$ cat config.mk
export PLATFORM = sky130hd
export DESIGN_NAME = sbus_frame_channel_decoder_top
export DESIGN_NICKNAME = d
export VERILOG_FILES = /design/src/rtl/core/sfcd_pkg.sv /design/src/rtl/core/sfcd_unpack.sv /design/src/rtl/core/sfcd_scale.sv /design/src/rtl/core/sbus_frame_channel_decoder_top.sv
export SDC_FILE = /design/constraint.sdc
export NUM_CORES = 1
export LEC_CHECK = 0
export ABC_AREA = 1
export BUFFER_PORTS_ARGS = -buffer_cell sky130_fd_sc_hd__buf_2
export CORE_MARGIN = 5
export CORE_UTILIZATION = 54
export DETAILED_ROUTE_END_ITERATION = 12
export GPL_ROUTABILITY_DRIVEN = 0
export GPL_TIMING_DRIVEN = 0
export PLACE_DENSITY_LB_ADDON = 0.25
export SYNTH_ARGS = -nofsm -noshare
export SYNTH_HDL_FRONTEND = slang
export SYNTH_SLANG_ARGS = --single-unit
export TNS_END_PERCENT = 100
$ cat constraint.sdc
create_clock -name i_clk -period 8.8 [get_ports i_clk]
set_input_delay 1.76 -clock i_clk [delete_from_list [all_inputs] [get_ports i_clk]]
set_output_delay 1.76 -clock i_clk [all_outputs]
set_load 0.02 [all_outputs]
$ cat src/rtl/core/sfcd_pkg.sv
`timescale 1ns / 1ps

package sfcd_pkg;

    // Configuration register indexes
    localparam logic [7:0] CFG_HEADER_VALUE = 8'd0;
    localparam logic [7:0] CFG_RAW_OFFSET   = 8'd1;
    localparam logic [7:0] CFG_SCALE_GAIN   = 8'd2;
    localparam logic [7:0] CFG_OUTPUT_BASE  = 8'd3;

    localparam logic [7:0]  RST_HEADER_VALUE = 8'h0F;
    localparam logic [10:0] RST_RAW_OFFSET   = 11'd352;
    localparam logic [16:0] RST_SCALE_GAIN   = 17'd48759;
    localparam logic [15:0] RST_OUTPUT_BASE  = 16'd1000;

    typedef struct packed {
        logic [7:0] rx_byte;
        logic       frame_start;
    } t_in_item;

    typedef struct packed {
        logic [3:0]  channel_index;
        logic [10:0] raw_value;
        logic [15:0] scaled_value;
        logic        last_channel;
    } t_out_item;

    // Unpacked channel handed from the unpacker to the scaler
    typedef struct packed {
        logic [3:0]  channel_index;
        logic [10:0] raw_value;
        logic        last_channel;
    } t_chan;

    typedef struct packed {
        logic [10:0] raw_offset;
        logic [16:0] scale_gain;
        logic [15:0] output_base;
    } t_scale_cfg;

endpackage

$ cat src/rtl/core/sfcd_unpack.sv
`timescale 1ns / 1ps

module sfcd_unpack
    import sfcd_pkg::*;
#(
    parameter int CHANNEL_COUNT = 16,
    parameter int CHANNEL_BITS  = 11
) (
    input  logic       i_clk,
    input  logic       i_rst_n,
    input  logic       i_accept,
    input  logic       i_load,
    input  t_in_item   i_item,
    input  logic [7:0] i_header_value,
    output logic       o_valid,
    output t_chan      o_chan
);

    localparam int ACC_W  = CHANNEL_BITS + 7;
    localparam int HELD_W = $clog2(CHANNEL_BITS + 8);
    localparam int CH_W   = $clog2(CHANNEL_COUNT + 1);

    logic [ACC_W-1:0]  r_acc,  n_acc;
    logic [HELD_W-1:0] r_held, n_held;
    logic [CH_W-1:0]   r_chan, n_chan;
    logic              r_frame_ok, n_frame_ok;
    logic              r_valid, n_valid;
    t_chan             r_item, n_item;

    logic [ACC_W-1:0]  acc_ext;
    logic [HELD_W-1:0] held8;

    assign acc_ext = r_acc | (ACC_W'(i_item.rx_byte) << r_held);
    assign held8   = r_held + HELD_W'(8);

    always_comb begin
        n_acc      = r_acc;
        n_held     = r_held;
        n_chan     = r_chan;
        n_frame_ok = r_frame_ok;
        n_valid    = 1'b0;
        n_item.channel_index = 4'(r_chan);
        n_item.raw_value     = 11'(acc_ext[CHANNEL_BITS-1:0]);
        n_item.last_channel  = (r_chan == CH_W'(CHANNEL_COUNT - 1));
        if (i_accept) begin
            priority if (i_item.frame_start) begin
                // Marked byte is only a header check; restart the frame
                n_frame_ok = (i_item.rx_byte == i_header_value);
                n_acc      = '0;
                n_held     = '0;
                n_chan     = '0;
            end else if (r_frame_ok && (r_chan < CH_W'(CHANNEL_COUNT))) begin
                if (held8 >= HELD_W'(CHANNEL_BITS)) begin
                    n_acc   = acc_ext >> CHANNEL_BITS;
                    n_held  = held8 - HELD_W'(CHANNEL_BITS);
                    n_chan  = r_chan + CH_W'(1);
                    n_valid = 1'b1;
                end else begin
                    n_acc  = acc_ext;
                    n_held = held8;
                end
            end
        end
    end

    always_ff @(posedge i_clk) begin
        if (!i_rst_n) begin
            r_acc      <= '0;
            r_held     <= '0;
            r_chan     <= '0;
            r_frame_ok <= 1'b0;
            r_valid    <= 1'b0;
        end else begin
            r_acc      <= n_acc;
            r_held     <= n_held;
            r_chan     <= n_chan;
            r_frame_ok <= n_frame_ok;
            if (i_load) begin
                r_valid <= n_valid;
            end
        end
    end

    always_ff @(posedge i_clk) begin
        if (i_load) begin
            r_item <= n_item;
        end
    end

    assign o_valid = r_valid;
    assign o_chan  = r_item;

endmodule

$ cat src/rtl/core/sfcd_scale.sv
`timescale 1ns / 1ps

module sfcd_scale
    import sfcd_pkg::*;
(
    input  logic       i_clk,
    input  logic       i_rst_n,
    input  logic       i_valid,
    input  t_chan      i_chan,
    input  t_scale_cfg i_cfg,
    input  logic       i_out_stall,
    output logic       o_load,
    output logic       o_out_valid,
    output t_out_item  o_out_item
);

    logic signed [11:0] diff;
    logic signed [17:0] gain_s;
    logic signed [29:0] prod;
    logic signed [33:0] sum;
    logic [15:0]        scaled;
    logic               r_out_valid;
    t_out_item          r_out_item, n_out_item;

    assign diff   = $signed({1'b0, i_chan.raw_value}) - $signed({1'b0, i_cfg.raw_offset});
    assign gain_s = $signed({1'b0, i_cfg.scale_gain});
    assign prod   = diff * gain_s;
    assign sum    = $signed({2'b00, i_cfg.output_base, 16'h0000}) + 34'(prod);

    // Truncate the Q16 sum and clamp to 0..65535
    always_comb begin
        priority if (sum[33]) begin
            scaled = '0;
        end else if (sum[32]) begin
            scaled = 16'hFFFF;
        end else begin
            scaled = sum[31:16];
        end
    end

    always_comb begin
        n_out_item.channel_index = i_chan.channel_index;
        n_out_item.raw_value     = i_chan.raw_value;
        n_out_item.scaled_value  = scaled;
        n_out_item.last_channel  = i_chan.last_channel;
    end

    assign o_load = !r_out_valid || !i_out_stall;

    always_ff @(posedge i_clk) begin
        if (!i_rst_n) begin
            r_out_valid <= 1'b0;
        end else if (o_load) begin
            r_out_valid <= i_valid;
        end
    end

    always_ff @(posedge i_clk) begin
        if (o_load && i_valid) begin
            r_out_item <= n_out_item;
        end
    end

    assign o_out_valid = r_out_valid;
    assign o_out_item  = r_out_item;

endmodule

$ cat src/rtl/core/sbus_frame_channel_decoder_top.sv
`timescale 1ns / 1ps

// SBUS frame channel decoder.
// Input channel: one received byte per item (i_in_item), with frame_start set
// on the byte that follows a line idle gap. A frame whose first byte differs
// from the header register is ignored up to the next marked byte.
// Output channel: one item per completed channel: index, 11-bit raw value,
// scaled value base + (raw - offset) * gain / 2^16, clamped to 0..65535, and
// a last flag on the final channel. Flag and end bytes produce nothing.
// Pipeline: two register stages (unpack register, then scale/result register);
// o_out_valid is the result register's flag, loaded from the unpack register.
// Throughput: one byte per unstalled cycle; the scaler has one 12x18 multiply per cycle.
// Stall: the two registers form a pipeline; when i_out_stall holds the result
// the unpack register still fills, and o_in_stall rises only when both are
// occupied. A held result keeps its payload.
// Reset: clears decode state (no frame active) and loads register defaults
// header 0x0F, offset 352, gain 48759 (Q16), base 1000.
// Configuration: write index/data on i_cfg_*, always ready; write only while
// the decoder is idle.

module sbus_frame_channel_decoder_top
    import sfcd_pkg::*;
#(
    parameter int CHANNEL_COUNT = 16,
    parameter int CHANNEL_BITS  = 11
) (
    input  logic        i_clk,
    input  logic        i_rst_n,
    input  logic        i_in_valid,
    output logic        o_in_stall,
    input  t_in_item    i_in_item,
    output logic        o_out_valid,
    input  logic        i_out_stall,
    output t_out_item   o_out_item,
    input  logic        i_cfg_valid,
    output logic        o_cfg_ready,
    input  logic [7:0]  i_cfg_index,
    input  logic [31:0] i_cfg_data
);

    logic [7:0]  r_header_value;
    logic [10:0] r_raw_offset;
    logic [16:0] r_scale_gain;
    logic [15:0] r_output_base;
    t_scale_cfg  scale_cfg;

    logic  s1_valid;
    t_chan s1_chan;
    logic  s2_load;
    logic  s1_load;
    logic  in_accept;

    assign o_cfg_ready = 1'b1;

    always_ff @(posedge i_clk) begin
        if (!i_rst_n) begin
            r_header_value <= RST_HEADER_VALUE;
            r_raw_offset   <= RST_RAW_OFFSET;
            r_scale_gain   <= RST_SCALE_GAIN;
            r_output_base  <= RST_OUTPUT_BASE;
        end else if (i_cfg_valid && o_cfg_ready) begin
            // Unknown indexes are dropped
            unique case (i_cfg_index)
                CFG_HEADER_VALUE: r_header_value <= i_cfg_data[7:0];
                CFG_RAW_OFFSET:   r_raw_offset   <= i_cfg_data[10:0];
                CFG_SCALE_GAIN:   r_scale_gain   <= i_cfg_data[16:0];
                CFG_OUTPUT_BASE:  r_output_base  <= i_cfg_data[15:0];
                default: ;
            endcase
        end
    end

    assign scale_cfg.raw_offset  = r_raw_offset;
    assign scale_cfg.scale_gain  = r_scale_gain;
    assign scale_cfg.output_base = r_output_base;

    assign s1_load    = !s1_valid || s2_load;
    assign o_in_stall = !s1_load;
    assign in_accept  = i_in_valid && s1_load;

    sfcd_unpack #(
        .CHANNEL_COUNT (CHANNEL_COUNT),
        .CHANNEL_BITS  (CHANNEL_BITS)
    ) u_unpack (
        .i_clk          (i_clk),
        .i_rst_n        (i_rst_n),
        .i_accept       (in_accept),
        .i_load         (s1_load),
        .i_item         (i_in_item),
        .i_header_value (r_header_value),
        .o_valid        (s1_valid),
        .o_chan         (s1_chan)
    );

    sfcd_scale u_scale (
        .i_clk       (i_clk),
        .i_rst_n     (i_rst_n),
        .i_valid     (s1_valid),
        .i_chan      (s1_chan),
        .i_cfg       (scale_cfg),
        .i_out_stall (i_out_stall),
        .o_load      (s2_load),
        .o_out_valid (o_out_valid),
        .o_out_item  (o_out_item)
    );

endmodule
Word level (Yosys, flattened, before mapping)
Cells that the tools add are included.
- flip-flop bits (word level): 131
- bits of input ports: 54
- output and inout port bits: 35
- logic and storage cells: 65
- add/subtract/negate cells: 5
- multipliers: 1
- order comparisons: 2
- eq/ne operators: 5
- shifts and indexed selects: 1
- multiplexer cells: 14
- bitwise operators: 1
- reduce and logical (&&, ||, !) cells: 19
- operators by type and width (kind ; count):
    $mux 18 ; 3
    $add 33x30->34 ; 1
    $mul 12x18->30 ; 1
    $mux 5 ; 6
    $or 18x18->18 ; 1
    $shl 8x5->18 ; 1
    $eq 8x2->1 const B ; 2
    $mux 16 ; 1
    $reduce_and 2->1 ; 6
    $sub 11x11->12 ; 1
    $eq 8x1->1 const B ; 1
    $eq 8x8->1 ; 1
    $logic_not 8->1 ; 1
    $add 5x1->5 const B ; 1
    $add 5x4->5 const B ; 1
    $eq 5x4->1 const B ; 1
    $ge 5x4->1 const B ; 1
    $lt 5x5->1 const B ; 1
    $sub 5x4->5 const B ; 1
    $logic_not 1->1 ; 4
    $mux 1 ; 4
    $reduce_bool 2->1 ; 2
    $logic_and 1x1->1 ; 3
    $reduce_and 3->1 ; 1
    $logic_or 1x1->1 ; 2

Logic depth before layout (Yosys ltp)
Gate-level depths: netlist of the first run.
- word-level depth: 6
- gate-level depth with buffers: 39
- gate-level depth less buffers: 39

Hierarchy
Synthesis of the first run repeated with hierarchy kept, for this count alone.
- cell total of the unflattened synthesis: 1901
- area, all modules: 14373.8 um2
- by module, submodules not included (module ; instances ; cells each ; area each (um2) ; sequential area each (um2)):
    sfcd_scale ; 1 ; 1259 ; 9639.2 ; 980.9
    sfcd_unpack ; 1 ; 339 ; 2496.1 ; 1081.0
    sbus_frame_channel_decoder_top ; 1 ; 303 ; 2238.4 ; 1041.0

Worst setup path before layout of the first run
No wires, ideal clock.
- path type: register to register
- from: register u_unpack.r_item (netlist bit u_unpack.o_chan[1])
- to: register u_scale.r_out_item (netlist bit u_scale.o_out_item[3]), data pin
- setup time: 254 ps
- arrival: 5918 ps
- required time: 8546 ps
- setup slack: 2628 ps
- cell stages (with the launch flop): 37
- path buffers: 2
- period minus slack after synthesis: 6172 ps
- cells stage by stage: edfxtp_1 > inv_1 > ha_1 > inv_1 > fa_1 > nand3_1 > nand2_1 > nand2_1 > nand3_1 > o21ai_2 > nor2_1 > o21ai_0 > nand2_1 > inv_1 > buf_4 > nand2_1 > fa_1 > fa_1 > inv_1 > fa_1 > inv_1 > fa_1 > fa_1 > inv_1 > ha_1 > nand2_1 > inv_1 > nand2_1 > and2_1 > nand2_1 > a21oi_1 > nand2_1 > nand2_1 > nand2_2 > buf_6 > a21oi_1 > nor2_1
- cells in the longest elaborated chain, start to end: 4
- RTL lines (item ; line ; text):
    from (decl) ; sfcd_unpack.sv:28 ; t_chan r_item, n_item;
    from (signal assigned) ; sfcd_unpack.sv:86 ; r_item <= n_item;
    $sub 11x11->12 * ; sfcd_scale.sv:25 ; assign diff = $signed({1'b0, i_chan.raw_value}) - $signed({1'b0, i_cfg.raw_offset});
    $mul 12x18->30 * ; sfcd_scale.sv:27 ; assign prod = diff * gain_s;
    $add 33x30->34 * ; sfcd_scale.sv:28 ; assign sum = $signed({2'b00, i_cfg.output_base, 16'h0000}) + 34'(prod);
    $mux 16 ; sfcd_scale.sv:34 ; end else if (sum[32]) begin
    to (signal assigned) ; sfcd_scale.sv:60 ; r_out_item <= n_out_item;
    to (decl) ; sfcd_scale.sv:23 ; t_out_item r_out_item, n_out_item;
Mark *: on every way between the ends. The rest lies on a longest branch, timed or not.
A chain may end at the register's enable or synchronous reset.

Final worst setup path of the first run
- from: register u_unpack.r_item (netlist bit u_unpack.o_chan[1])
- to: register u_scale.r_out_item (netlist bit u_scale.o_out_item[12]), data pin
The elaborated chain is that of the path after synthesis.

==> results of run 1 <==
cells in the mapped netlist, drive strengths merged:
cell | number | area share
o21a | 2 | 0.0011
nand4 | 13 | 0.0060
edfxtp | 48 | 0.11
o21ai | 67 | 0.025
fa | 163 | 0.24
o32ai | 1 | 0.00064
nor2 | 161 | 0.047
and3 | 1 | 0.00046
nand3b | 1 | 0.00055
nor3 | 13 | 0.0055
nand3 | 75 | 0.027
clkbuf | 37 | 0.010
a22oi | 2 | 0.0011
xor2 | 8 | 0.0057
o221ai | 1 | 0.00064
nand2 | 451 | 0.13
inv | 393 | 0.11
o22ai | 2 | 0.00092
nor3b | 1 | 0.00055
and2 | 3 | 0.0014
conb | 1 | 0.00027
buf | 20 | 0.010
nor4 | 2 | 0.00092
xnor2 | 2 | 0.0013
or2 | 11 | 0.0050
clkinv | 3 | 0.00082
dfxtp | 83 | 0.12
a21o | 5 | 0.0027
o21bai | 9 | 0.0049
a21boi | 1 | 0.00055
a31oi | 3 | 0.0014
a21oi | 88 | 0.034
ha | 99 | 0.091
o211ai | 27 | 0.015
placed cells by master, fill, tap and decap left out, drive strengths merged, types with 2 or more instances in the layout:
| cell | Yosys | layout |
|---|---|---|
| o21a | 2 | 2 |
| a21o | 5 | 5 |
| fa | 163 | 163 |
| nor4 | 2 | 2 |
| inv | 393 | 403 |
| a22oi | 2 | 2 |
| o21bai | 9 | 9 |
| clkbuf | 37 | 55 |
| a21oi | 88 | 88 |
| o21ai | 67 | 67 |
| nand3 | 75 | 75 |
| nand2 | 451 | 451 |
| ha | 99 | 99 |
| edfxtp | 48 | 48 |
| xor2 | 8 | 8 |
| xnor2 | 2 | 2 |
| buf | 20 | 92 |
| or2 | 11 | 11 |
| a31oi | 3 | 3 |
| nand4 | 13 | 13 |
| o22ai | 2 | 2 |
| dfxtp | 83 | 83 |
| clkinv | 3 | 6 |
| nor3 | 13 | 13 |
| o211ai | 27 | 27 |
| nor2 | 161 | 161 |
| and2 | 3 | 3 |
state kept, by name (all words and copies together) (netlist names):
name and cells:
u_scale.o_out_valid 1, u_unpack.o_valid 1, u_unpack.r_chan 5, u_unpack.o_chan 16, r_scale_gain 17, u_unpack.r_frame_ok 1
u_unpack.r_acc 18, r_raw_offset 11, u_scale.o_out_item 32, u_unpack.r_held 5, r_header_value 8, r_output_base 16
worst max-delay path, delay by kind of cell, from the launching register on:
kind,cells,cell delay [ns]
adder cells (fa/ha/maj),8,3.47
buffers and inverters,10,1.20
AND/OR/NAND/NOR,11,1.25
XOR/XNOR,1,0.81
flip-flops,1,0.41
worst min path at each step:
stage / startpoint / endpoint / slack, ns / depth (start not counted)
final: u_unpack.o_chan[12] / u_scale.o_out_item[28] / 0.42 / 0
after global routing: u_unpack.o_chan[12] / u_scale.o_out_item[28] / 0.42 / 0
after CTS: u_unpack.o_chan[12] / u_scale.o_out_item[28] / 0.42 / 0
after detailed placement: u_unpack.o_chan[12] / u_scale.o_out_item[28] / 0.40 / 0
after global placement: u_unpack.o_chan[13] / u_scale.o_out_item[29] / 0.40 / 0
after floorplan: u_unpack.o_chan[0] / u_scale.o_out_item[0] / 0.40 / 0
routing by layer:
| metal | share of wire | vias to the layer above | track usage |
|---|---|---|---|
| met4 | 0.017 | 0 | 0.0606 |
| met1 | 0.44 | 5623 | 0.359 |
| li1 | - | 5691 | - |
| met5 | 0 | - | 0 |
| met2 | 0.46 | 393 | 0.412 |
| met3 | 0.077 | 43 | 0.0535 |
metrics by stage:
step	util	hold slack [ns]
floorplan	-	0.400
global route	0.601	0.420
CTS	0.601	0.417
global placement	0.577	0.403
detailed placement	0.577	0.405
finish	0.601	0.416
cell type report:
class                   instances  area (um2)  share of cell area
well taps                     330         413              0.0275
repair buffers                 72         360              0.0240
plain buffers                  57         277              0.0184
multi-input cells            1213        8810               0.586
inverters                     396        1490              0.0990
clock buffers                  18         450              0.0300
flip-flops and latches        131        3100               0.206
clock inverters                14         136             0.00907
cells by family (layout without fill, tap and decap cells):
| family | count (synthesis) | in the layout |
|---|---|---|
| simple gates | 732 | 732 |
| buf+inv | 453 | 557 |
| fa+ha+maj | 262 | 262 |
| compound gates | 208 | 208 |
| flops | 131 | 131 |
| xor+xnor | 10 | 10 |
| other cells | 1 | 1 |
==> reports/qor_table.md, run 1 <==
| Stage | Result | Value |
|---|---|---|
| routing | Count of routing violations after the opening detailed-route iteration | 941 |
| timing | Final setup slack of the worst path | 1.40 ns |
| timing | Worst slew margin relative to its limit | 0.323 |
| cts | Sinks on Clock Net | 131 |
| timing | Final number of max-transition violations | 0 |
| final layout | Final cell area excluding filler cells | 15000 um2 |
| placed design | Worst slack, placed | 1.40 ns |
| status | Run status | completed |
| floorplan | Effective utilization at floorplan | 0.546 |
| timing | Clock skew | 0.0139 ns |
| timing | Crit path time final | 7.40 ns |
| final layout | Net count reported at finish | 2204 |
| synthesis | Share of cell area taken by muxes after synthesis | 0 |
| cts | Worst-Skew Late Latency | 0.42 ns |
| synthesis | Count of cell types in the netlist | 50 |
| routing | Detail Route Antenna Nets | 0 |
| synthesis | Area fraction in compound gates after synthesis | 0.0875 |
| synthesis | Total of warnings raised by yosys | 0 |
| critical path | R2R Path Start | u_unpack.o_chan[1] |
| cts | CTS max path bufs | 2 |
| critical path | Required time at the endpoint of the critical path | 8.97 ns |
| critical path | Reg2Reg Depth | 30 |
| global routing | First-pass GRT wire length | 58.2 mm |
| placed design | Cell area after placement | 14400 um2 |
| timing | Highest clock frequency the design can meet | 135 MHz |
| cts | Clk slew on worst S/H paths | 0.06 ns |
| synthesis | Area of the mapped netlist | 13700 um2 |
| cts | Root cell of the clock tree | sky130_fd_sc_hd__clkbuf_16 |
| timing | Final setup viols | 0 |
| routing | DRC viols | 0 |
| critical path | Arrival time worst endpoint | 7.56 ns |
| critical path | Critical Path Sink | u_scale.o_out_item[12] |
| synthesis | Synthesized instance count | 1797 |
| critical path | Path type of the worst setup path | reg -> reg |
| timing | Number of hold-slack violations in the final timing report | 0 |
| synthesis | Xor/xnor cell area share of the yosys netlist | 0.00696 |
| placed design | Detailed placement HPWL | 29.5 mm |
| critical path | Endpoint of the worst register-to-register path | u_scale.o_out_item[12] |
| floorplan | I/O pin count | 89 |
| timing | Setup repair after global routing missed its margin | false |
| synthesis | Synth Area in Simple Gates | 0.220 |
| final layout | Non-filler instance count after layout | 2231 |
| cts | Number of hold-repair buffers added at the cts stage | 0 |
| timing | Final-layout setup total negative slack | 0 ns |
| final layout | Area growth from synthesis to layout | 10.0% |
| routing | 1st-pass router iterations | 8 |
| floorplan | Standard-cell row count | 58 |
| global routing | Number of antenna violations at the first check in global routing | 0 |
| synthesis | Adder-cell area share of the yosys netlist | 0.329 |
| critical path | Slowest cell on the critical path | sky130_fd_sc_hd__xor2_1 |
| floorplan | Floorplan die area | 28600 um2 |
| cts | H-tree depth reported by CTS | 4 |
| floorplan | Height of the die | 169 um |
| synthesis | Dominant combinational cell family by area after synthesis | adder cells |
| global routing | Global Route Usage Sum | 0.256 |
| routing | Total detailed-routing wirelength | 35.6 mm |
| timing | Final period util | 0.840 |
| synthesis | Syn_area_per_cell | 7.61 um2 |
| global routing | Maximum number of pins on one net before global-route repair | 33 |
| flow run | Max-cap violations | 0 |
| placed design | Number of input and output port buffers inserted | 72 |
| synthesis | Proportion of synthesized chip area in sequential cells | 0.227 |
| global routing | Vias in the first global route | 11600 |
| cts | TritonCTS clock tree | yes |
| synthesis | Synthesis-stage register bit count | 131 |
| floorplan | Width of the die | 169 um |
| critical path | Internal reg-to-reg setup slack | 1.40 ns |
| critical path | Sort of element at the start of the critical path | flop |
| final layout | Antenna cell count | 0 |
| floorplan | Core region area | 25000 um2 |
| critical path | Worst setup EP type | flop |
| timing | Slew at the pin closest to its max-slew limit | 1.01 ns |
| global routing | Gr ovfl total | 0 |
| cts | Post-CTS Setup Inserts | 0 |
| routing | DR vias | 11800 |
| routing | Routed via count divided by cell count | 5.27 |
| final layout | Share of layout cells above drive strength 1 | 0.0831 |
| critical path | Critical path's largest stage delay | 0.81 ns |
| routing | Post-detailed-route wirelength per cell | 16.0 um |
| worst hold path | Path type of the worst min-delay path | reg -> reg |
| synthesis | Number of nets produced by synthesis | 2113 |
| placed design | Placed cell count | 2199 |
| critical path | Maximum fanout count along the critical path | 10 |
| cts | Number of gates resized after CTS | 0 |
| critical path | Critical path startpoint | u_unpack.o_chan[1] |
| final layout | Count of filler cells inserted in the layout | 2296 |
| cts | Number of buffers added by the clock tree synthesis step | 17 |
Power of run 1 is not shown: default switching activity piles up to over one toggle a cycle in this logic, so the estimate is an artifact.
==> inputs of run 2 (changes only) <==
==> constraint.sdc (replaced) <==
create_clock -name i_clk -period 6.53 [get_ports i_clk]
set_input_delay 1.306 -clock i_clk [delete_from_list [all_inputs] [get_ports i_clk]]
set_output_delay 1.306 -clock i_clk [all_outputs]
set_load 0.02 [all_outputs]
==> run 2 against run 1 <==
  * Utilization increased by 4.1 points
  * Clock skew increased by 0.0024 ns
  * Die area unchanged
  * Global-route usage increased by 0.40 points
  * Wire length increased by 5.9%
  * Design area increased by 6.8%
  * Non-clock buffer count increased by 43
  * Sequential share of layout area decreased by 1.3 points
  * Critical path type unchanged
  * Critical path depth increased by 3
  * Hold slack about the same
  * First-iteration DRC count increased by 0.64%
  * Final cell count increased by 1.9%
==> reports/qor_table.md, run 2 (same netlist as run 1, synthesis figures left out) <==
| Stage | Result | Value |
|---|---|---|
| routing | Count of routing violations after the opening detailed-route iteration | 947 |
| critical path | Required time at the endpoint of the critical path | 6.71 ns |
| cts | H-tree depth reported by CTS | 4 |
| cts | Clk slew on worst S/H paths | 0.06 ns |
| critical path | Slowest cell on the critical path | sky130_fd_sc_hd__fa_1 |
| floorplan | Floorplan die area | 28600 um2 |
| routing | Post-detailed-route wirelength per cell | 16.6 um |
| placed design | Detailed placement HPWL | 29.5 mm |
| timing | Highest clock frequency the design can meet | 154 MHz |
| status | Run status | completed |
| timing | Slew at the pin closest to its max-slew limit | 0.904 ns |
| final layout | Top library cells by usage in the layout, fill and taps aside | sky130_fd_sc_hd__nand2_1 (405), sky130_fd_sc_hd__inv_1 (371), sky130_fd_sc_hd__fa_1 (156), sky130_fd_sc_hd__nor2_1 (136), sky130_fd_sc_hd__dfxtp_1 (83) |
| timing | Setup repair after global routing missed its margin | true |
| final layout | Largest register FFs | 32 |
| global routing | Global Route Usage Sum | 0.260 |
| cts | Worst-Skew Late Latency | 0.43 ns |
| final layout | Most frequent standard cell in the layout excluding fill and tap cells | sky130_fd_sc_hd__nand2_1 |
| critical path | Cell type with the highest occurrence count on the critical path | sky130_fd_sc_hd__nand2_2 |
| routing | Detail Route Antenna Nets | 0 |
| routing | 1st-pass router iterations | 6 |
| flow run | Max-cap violations | 0 |
| critical path | Path type of the worst setup path | reg -> reg |
| final layout | Share of layout cells above drive strength 1 | 0.170 |
| routing | DRC viols | 0 |
| routing | Routed via count divided by cell count | 5.35 |
| floorplan | Standard-cell row count | 58 |
| floorplan | I/O pin count | 89 |
| routing | DR vias | 12200 |
| cts | Number of buffers added by the clock tree synthesis step | 17 |
| critical path | Critical path's largest stage delay | 0.57 ns |
| timing | Final-layout setup total negative slack | 0 ns |
| timing | Final number of max-transition violations | 0 |
| final layout | Net count reported at finish | 2247 |
| timing | Crit path time final | 6.48 ns |
| timing | Clock skew | 0.0163 ns |
| timing | Worst slew margin relative to its limit | 0.396 |
| critical path | Worst setup EP type | flop |
| timing | Final period util | 0.993 |
| worst hold path | Path type of the worst min-delay path | reg -> reg |
| timing | Final setup viols | 0 |
| placed design | Number of input and output port buffers inserted | 72 |
| global routing | First-pass GRT wire length | 59.1 mm |
| floorplan | Width of the die | 169 um |
| floorplan | Effective utilization at floorplan | 0.546 |
| cts | TritonCTS clock tree | yes |
| floorplan | Core region area | 25000 um2 |
| final layout | Antenna cell count | 0 |
| cts | Sinks on Clock Net | 131 |
| final layout | Area growth from synthesis to layout | 17.5% |
| global routing | Number of antenna violations at the first check in global routing | 0 |
| critical path | Internal reg-to-reg setup slack | 0.05 ns |
| critical path | Maximum fanout count along the critical path | 5 |
| cts | Root cell of the clock tree | sky130_fd_sc_hd__clkbuf_16 |
| floorplan | Height of the die | 169 um |
| critical path | Sort of element at the start of the critical path | flop |
| routing | Total detailed-routing wirelength | 37.7 mm |
| critical path | Arrival time worst endpoint | 6.66 ns |
| global routing | Maximum number of pins on one net before global-route repair | 33 |
| global routing | Gr ovfl total | 0 |
| global routing | Vias in the first global route | 11800 |
| timing | Number of hold-slack violations in the final timing report | 0 |
| cts | CTS max path bufs | 2 |
[run 2: cell count changes in the layout (fill, tap and decap cells not counted), moves of 9 or more]
| cell | before | now |
|---|---|---|
| sky130_fd_sc_hd__a21oi_1 | 85 | 71 |
| sky130_fd_sc_hd__a21oi_2 | 2 | 11 |
| sky130_fd_sc_hd__buf_4 | 7 | 46 |
| sky130_fd_sc_hd__ha_1 | 99 | 82 |
| sky130_fd_sc_hd__ha_4 | 0 | 17 |
| sky130_fd_sc_hd__inv_1 | 390 | 371 |
| sky130_fd_sc_hd__inv_2 | 2 | 20 |
| sky130_fd_sc_hd__nand2_1 | 446 | 405 |
| sky130_fd_sc_hd__nand2_2 | 4 | 39 |
| sky130_fd_sc_hd__nor2_1 | 148 | 136 |
[run 2: cell type report]
class | instances | area (um2)
multi-input combinational | 1213 | 9420
fill | 2115 | 8970
sequential | 131 | 3100
inverter | 396 | 1500
timing repair buffer | 117 | 739
clock buffer | 18 | 450
tap | 330 | 413
buffer | 55 | 309
clock inverter | 14 | 136
[run 2: per-stage QoR]
stage	setup WS (ns)	hold WS, ns	cell area (um2)	util	instances
detailed placement	-0.872	0.405	14400	0.577	2199
global route	-0.152	0.420	16100	0.642	2274
CTS	0.00266	0.417	15400	0.614	2242
finish	0.0476	0.416	16100	0.642	2274
global placement	-0.822	0.403	14400	0.577	2199
floorplan	0.358	0.400	13700	-	1797
[run 2: path summary, 6_finish.rpt]
kind	start	to	cells past startpoint
worst max-delay path	r_raw_offset[0]	u_scale.o_out_item[8]	33
worst min-delay path	u_unpack.o_chan[12]	u_scale.o_out_item[28]	0
worst max register to register	r_raw_offset[0]	u_scale.o_out_item[8]	33
worst min register to register	u_unpack.o_chan[12]	u_scale.o_out_item[28]	0
[run 2: timing repair]
action | 4_1_cts | 5_1_grt
setup endpoints to repair | 16 | 16
cloned | 2 | 2
pin swaps | 14 | 51
gates resized for setup | 67 | 112
setup buffers | 11 | 30
hold buffers | 0 | 0
[run 2: worst max-delay path: cells and delay by family (launching register included)]
| kind | cells | cell delay, ns |
|---|---|---|
| buffers and inverters | 9 | 0.82 |
| DFF | 1 | 0.45 |
| and+or+nand+nor | 14 | 1.30 |
| adders and majority gates | 8 | 3.45 |
| AOI/OAI and AO/OA | 2 | 0.20 |
[run 2: layer usage]
| layer | part of all wire | track usage | vias up |
|---|---|---|---|
| met5 | 0 | 0 | - |
| met4 | 0.028 | 0.0784 | 0 |
| met3 | 0.087 | 0.0514 | 83 |
| met2 | 0.47 | 0.416 | 522 |
| met1 | 0.42 | 0.361 | 5775 |
| li1 | - | - | 5784 |
Power of run 2 is left out for the same reason.
==> inputs of run 3 (changes only) <==
--- a/config.mk
+++ b/config.mk
@@ -12,7 +12,8 @@
 export DETAILED_ROUTE_END_ITERATION = 12
 export GPL_ROUTABILITY_DRIVEN = 0
 export GPL_TIMING_DRIVEN = 0
-export PLACE_DENSITY_LB_ADDON = 0.25
+export HOLD_SLACK_MARGIN = 0.15
+export PLACE_DENSITY = 0.82
 export SYNTH_ARGS = -nofsm -noshare
 export SYNTH_HDL_FRONTEND = slang
 export SYNTH_SLANG_ARGS = --single-unit
==> run 3 against run 2 <==
  * The flow now finishes with violations (negative setup slack)
  * Worst setup slack worse by 0.11 ns
  * Maximum frequency down 1.7%
  * Utilization up 0.55 points
  * Final cell count up 0.13%
  * Clock skew down 0.00063 ns
  * Critical path type unchanged
==> reports/qor_table.md, run 3 (same netlist as run 1, synthesis figures left out) <==
| Stage | Result | Value |
|---|---|---|
| routing | DR vias | 12800 |
| global routing | Maximum number of pins on one net before global-route repair | 33 |
| timing | Crit path time final | 6.60 ns |
| final layout | Antenna cell count | 0 |
| flow run | Max-cap violations | 0 |
| routing | Routed via count divided by cell count | 5.61 |
| timing | Final setup slack of the worst path | -0.0657 ns |
| timing | Worst slew margin relative to its limit | 0.421 |
| floorplan | Height of the die | 169 um |
| floorplan | Core region area | 25000 um2 |
| worst hold path | Source of the worst hold timing path | u_unpack.o_chan[15] |
| critical path | Slowest cell on the critical path | sky130_fd_sc_hd__fa_1 |
| final layout | Area growth from synthesis to layout | 18.5% |
| routing | DRC viols | 0 |
| final layout | Share of layout cells above drive strength 1 | 0.178 |
| placed design | Placed cell count | 2199 |
| cts | Worst-Skew Late Latency | 0.43 ns |
| timing | Highest clock frequency the design can meet | 152 MHz |
| global routing | Number of antenna violations at the first check in global routing | 0 |
| critical path | Required time at the endpoint of the critical path | 6.71 ns |
| timing | Final period util | 1.01 |
| critical path | Endpoint of the worst register-to-register path | u_scale.o_out_item[8] |
| cts | Root cell of the clock tree | sky130_fd_sc_hd__clkbuf_16 |
| routing | 1st-pass router iterations | 8 |
| cts | Clk slew on worst S/H paths | 0.07 ns |
| final layout | Top library cells by usage in the layout, fill and taps aside | sky130_fd_sc_hd__nand2_1 (406), sky130_fd_sc_hd__inv_1 (371), sky130_fd_sc_hd__fa_1 (155), sky130_fd_sc_hd__nor2_1 (126), sky130_fd_sc_hd__dfxtp_1 (83) |
| critical path | Arrival time worst endpoint | 6.78 ns |
| critical path | Critical path startpoint | u_unpack.o_chan[1] |
| worst hold path | Worst hold path stage count | 0 |
| final layout | Largest register FFs | 32 |
| global routing | Gr ovfl total | 0 |
| final layout | Most frequent standard cell in the layout excluding fill and tap cells | sky130_fd_sc_hd__nand2_1 |
| floorplan | I/O pin count | 89 |
| cts | TritonCTS clock tree | yes |
| timing | Setup repair after global routing missed its margin | true |
| timing | Slew at the pin closest to its max-slew limit | 0.867 ns |
| timing | Final setup viols | 14 |
| worst hold path | Path type of the worst min-delay path | reg -> reg |
| critical path | Path type of the worst setup path | reg -> reg |
| critical path | Critical path's largest stage delay | 0.56 ns |
| status | Failing checks | negative setup slack |
| cts | H-tree depth reported by CTS | 4 |
| floorplan | Effective utilization at floorplan | 0.546 |
| critical path | Internal reg-to-reg setup slack | -0.07 ns |
| floorplan | Standard-cell row count | 58 |
| floorplan | Width of the die | 169 um |
| floorplan | Floorplan die area | 28600 um2 |
| worst hold path | Hold endpoint | u_scale.o_out_item[31] |
| critical path | R2R Path Start | u_unpack.o_chan[1] |
| critical path | Family of cells with the greatest summed delay on the critical path | adder cells |
| global routing | First-pass GRT wire length | 60.2 mm |
| timing | Final number of max-transition violations | 0 |
| critical path | Maximum fanout count along the critical path | 5 |
| final layout | Non-filler instance count after layout | 2277 |
| critical path | Reg2Reg Depth | 36 |
| placed design | Detailed placement HPWL | 29.3 mm |
| global routing | Vias in the first global route | 12500 |
| routing | Detail Route Antenna Nets | 0 |
| critical path | Sort of element at the start of the critical path | flop |
| timing | Clock skew | 0.0157 ns |
| cts | CTS max path bufs | 2 |
| critical path | Worst Path Buf+Inv | 10 |
| cts | Number of buffers added by the clock tree synthesis step | 17 |
| placed design | Number of input and output port buffers inserted | 72 |
| routing | Total detailed-routing wirelength | 39.4 mm |
| timing | Number of hold-slack violations in the final timing report | 0 |
| routing | Post-detailed-route wirelength per cell | 17.3 um |
| cts | Number of hold-repair buffers added at the cts stage | 0 |
| critical path | Worst setup EP type | flop |
| routing | Count of routing violations after the opening detailed-route iteration | 1301 |
| cts | Sinks on Clock Net | 131 |
| global routing | Global Route Usage Sum | 0.263 |
| final layout | Net count reported at finish | 2250 |
| status | Run status | finished with violations |
==> run 3: cell count changes in the layout (fill, tap and decap cells not counted), sizes merged <==
cell,previous run,this run
buf,136,141
bufinv,0,1
clkbuf,54,50
clkinvlp,1,0
inv,403,404
nand2,451,452
==> run 3: worst max-delay path by stage <==
stage / end / slack [ns] / cells past startpoint
after detailed placement: u_scale.o_out_item[16] / -1.00 / 30
after CTS: u_scale.o_out_item[8] / 0.004 / 37
after global placement: u_scale.o_out_item[16] / -0.91 / 30
final: u_scale.o_out_item[8] / -0.07 / 36
after global routing: u_scale.o_out_item[10] / -0.21 / 33
after floorplan: u_scale.o_out_item[3] / 0.36 / 36
==> run 3: metal layers <==
layer / GRT usage / wire length [um]
met5: 0 / 0
met2: 0.438 / 18800
met1: 0.328 / 14500
met4: 0.121 / 2340
met3: 0.0584 / 3710
==> run 3: final cells by class <==
type | count | area (um2)
plain buffers | 52 | 295
clock buffers | 17 | 425
clock inverters | 15 | 178
fillers | 1919 | 8830
inverters | 396 | 1500
multi-input cells | 1214 | 9530
flip-flops and latches | 131 | 3100
well taps | 330 | 413
repair buffers | 122 | 754
==> run 3: timing repair <==
item,4_1_cts,5_1_grt
gates resized for setup,80,134
endpoints found under the setup margin,16,16
cloned,3,2
buffers inserted,11,37
pin swaps,25,74
==> run 3: metrics by stage <==
stage               TNS [ns]   util  instance area (um2)  hold slack (ns)  setup slack (ns)
CTS                        0  0.617                15400            0.420           0.00398
global route           -3.10  0.647                16200            0.426            -0.213
floorplan                  0      -                13700            0.400             0.358
finish                -0.365  0.647                16200            0.420           -0.0657
detailed placement    -14.84  0.577                14400            0.413             -1.00
global placement      -13.34  0.577                14400            0.405            -0.907
Power of run 3 is left out for the same reason.
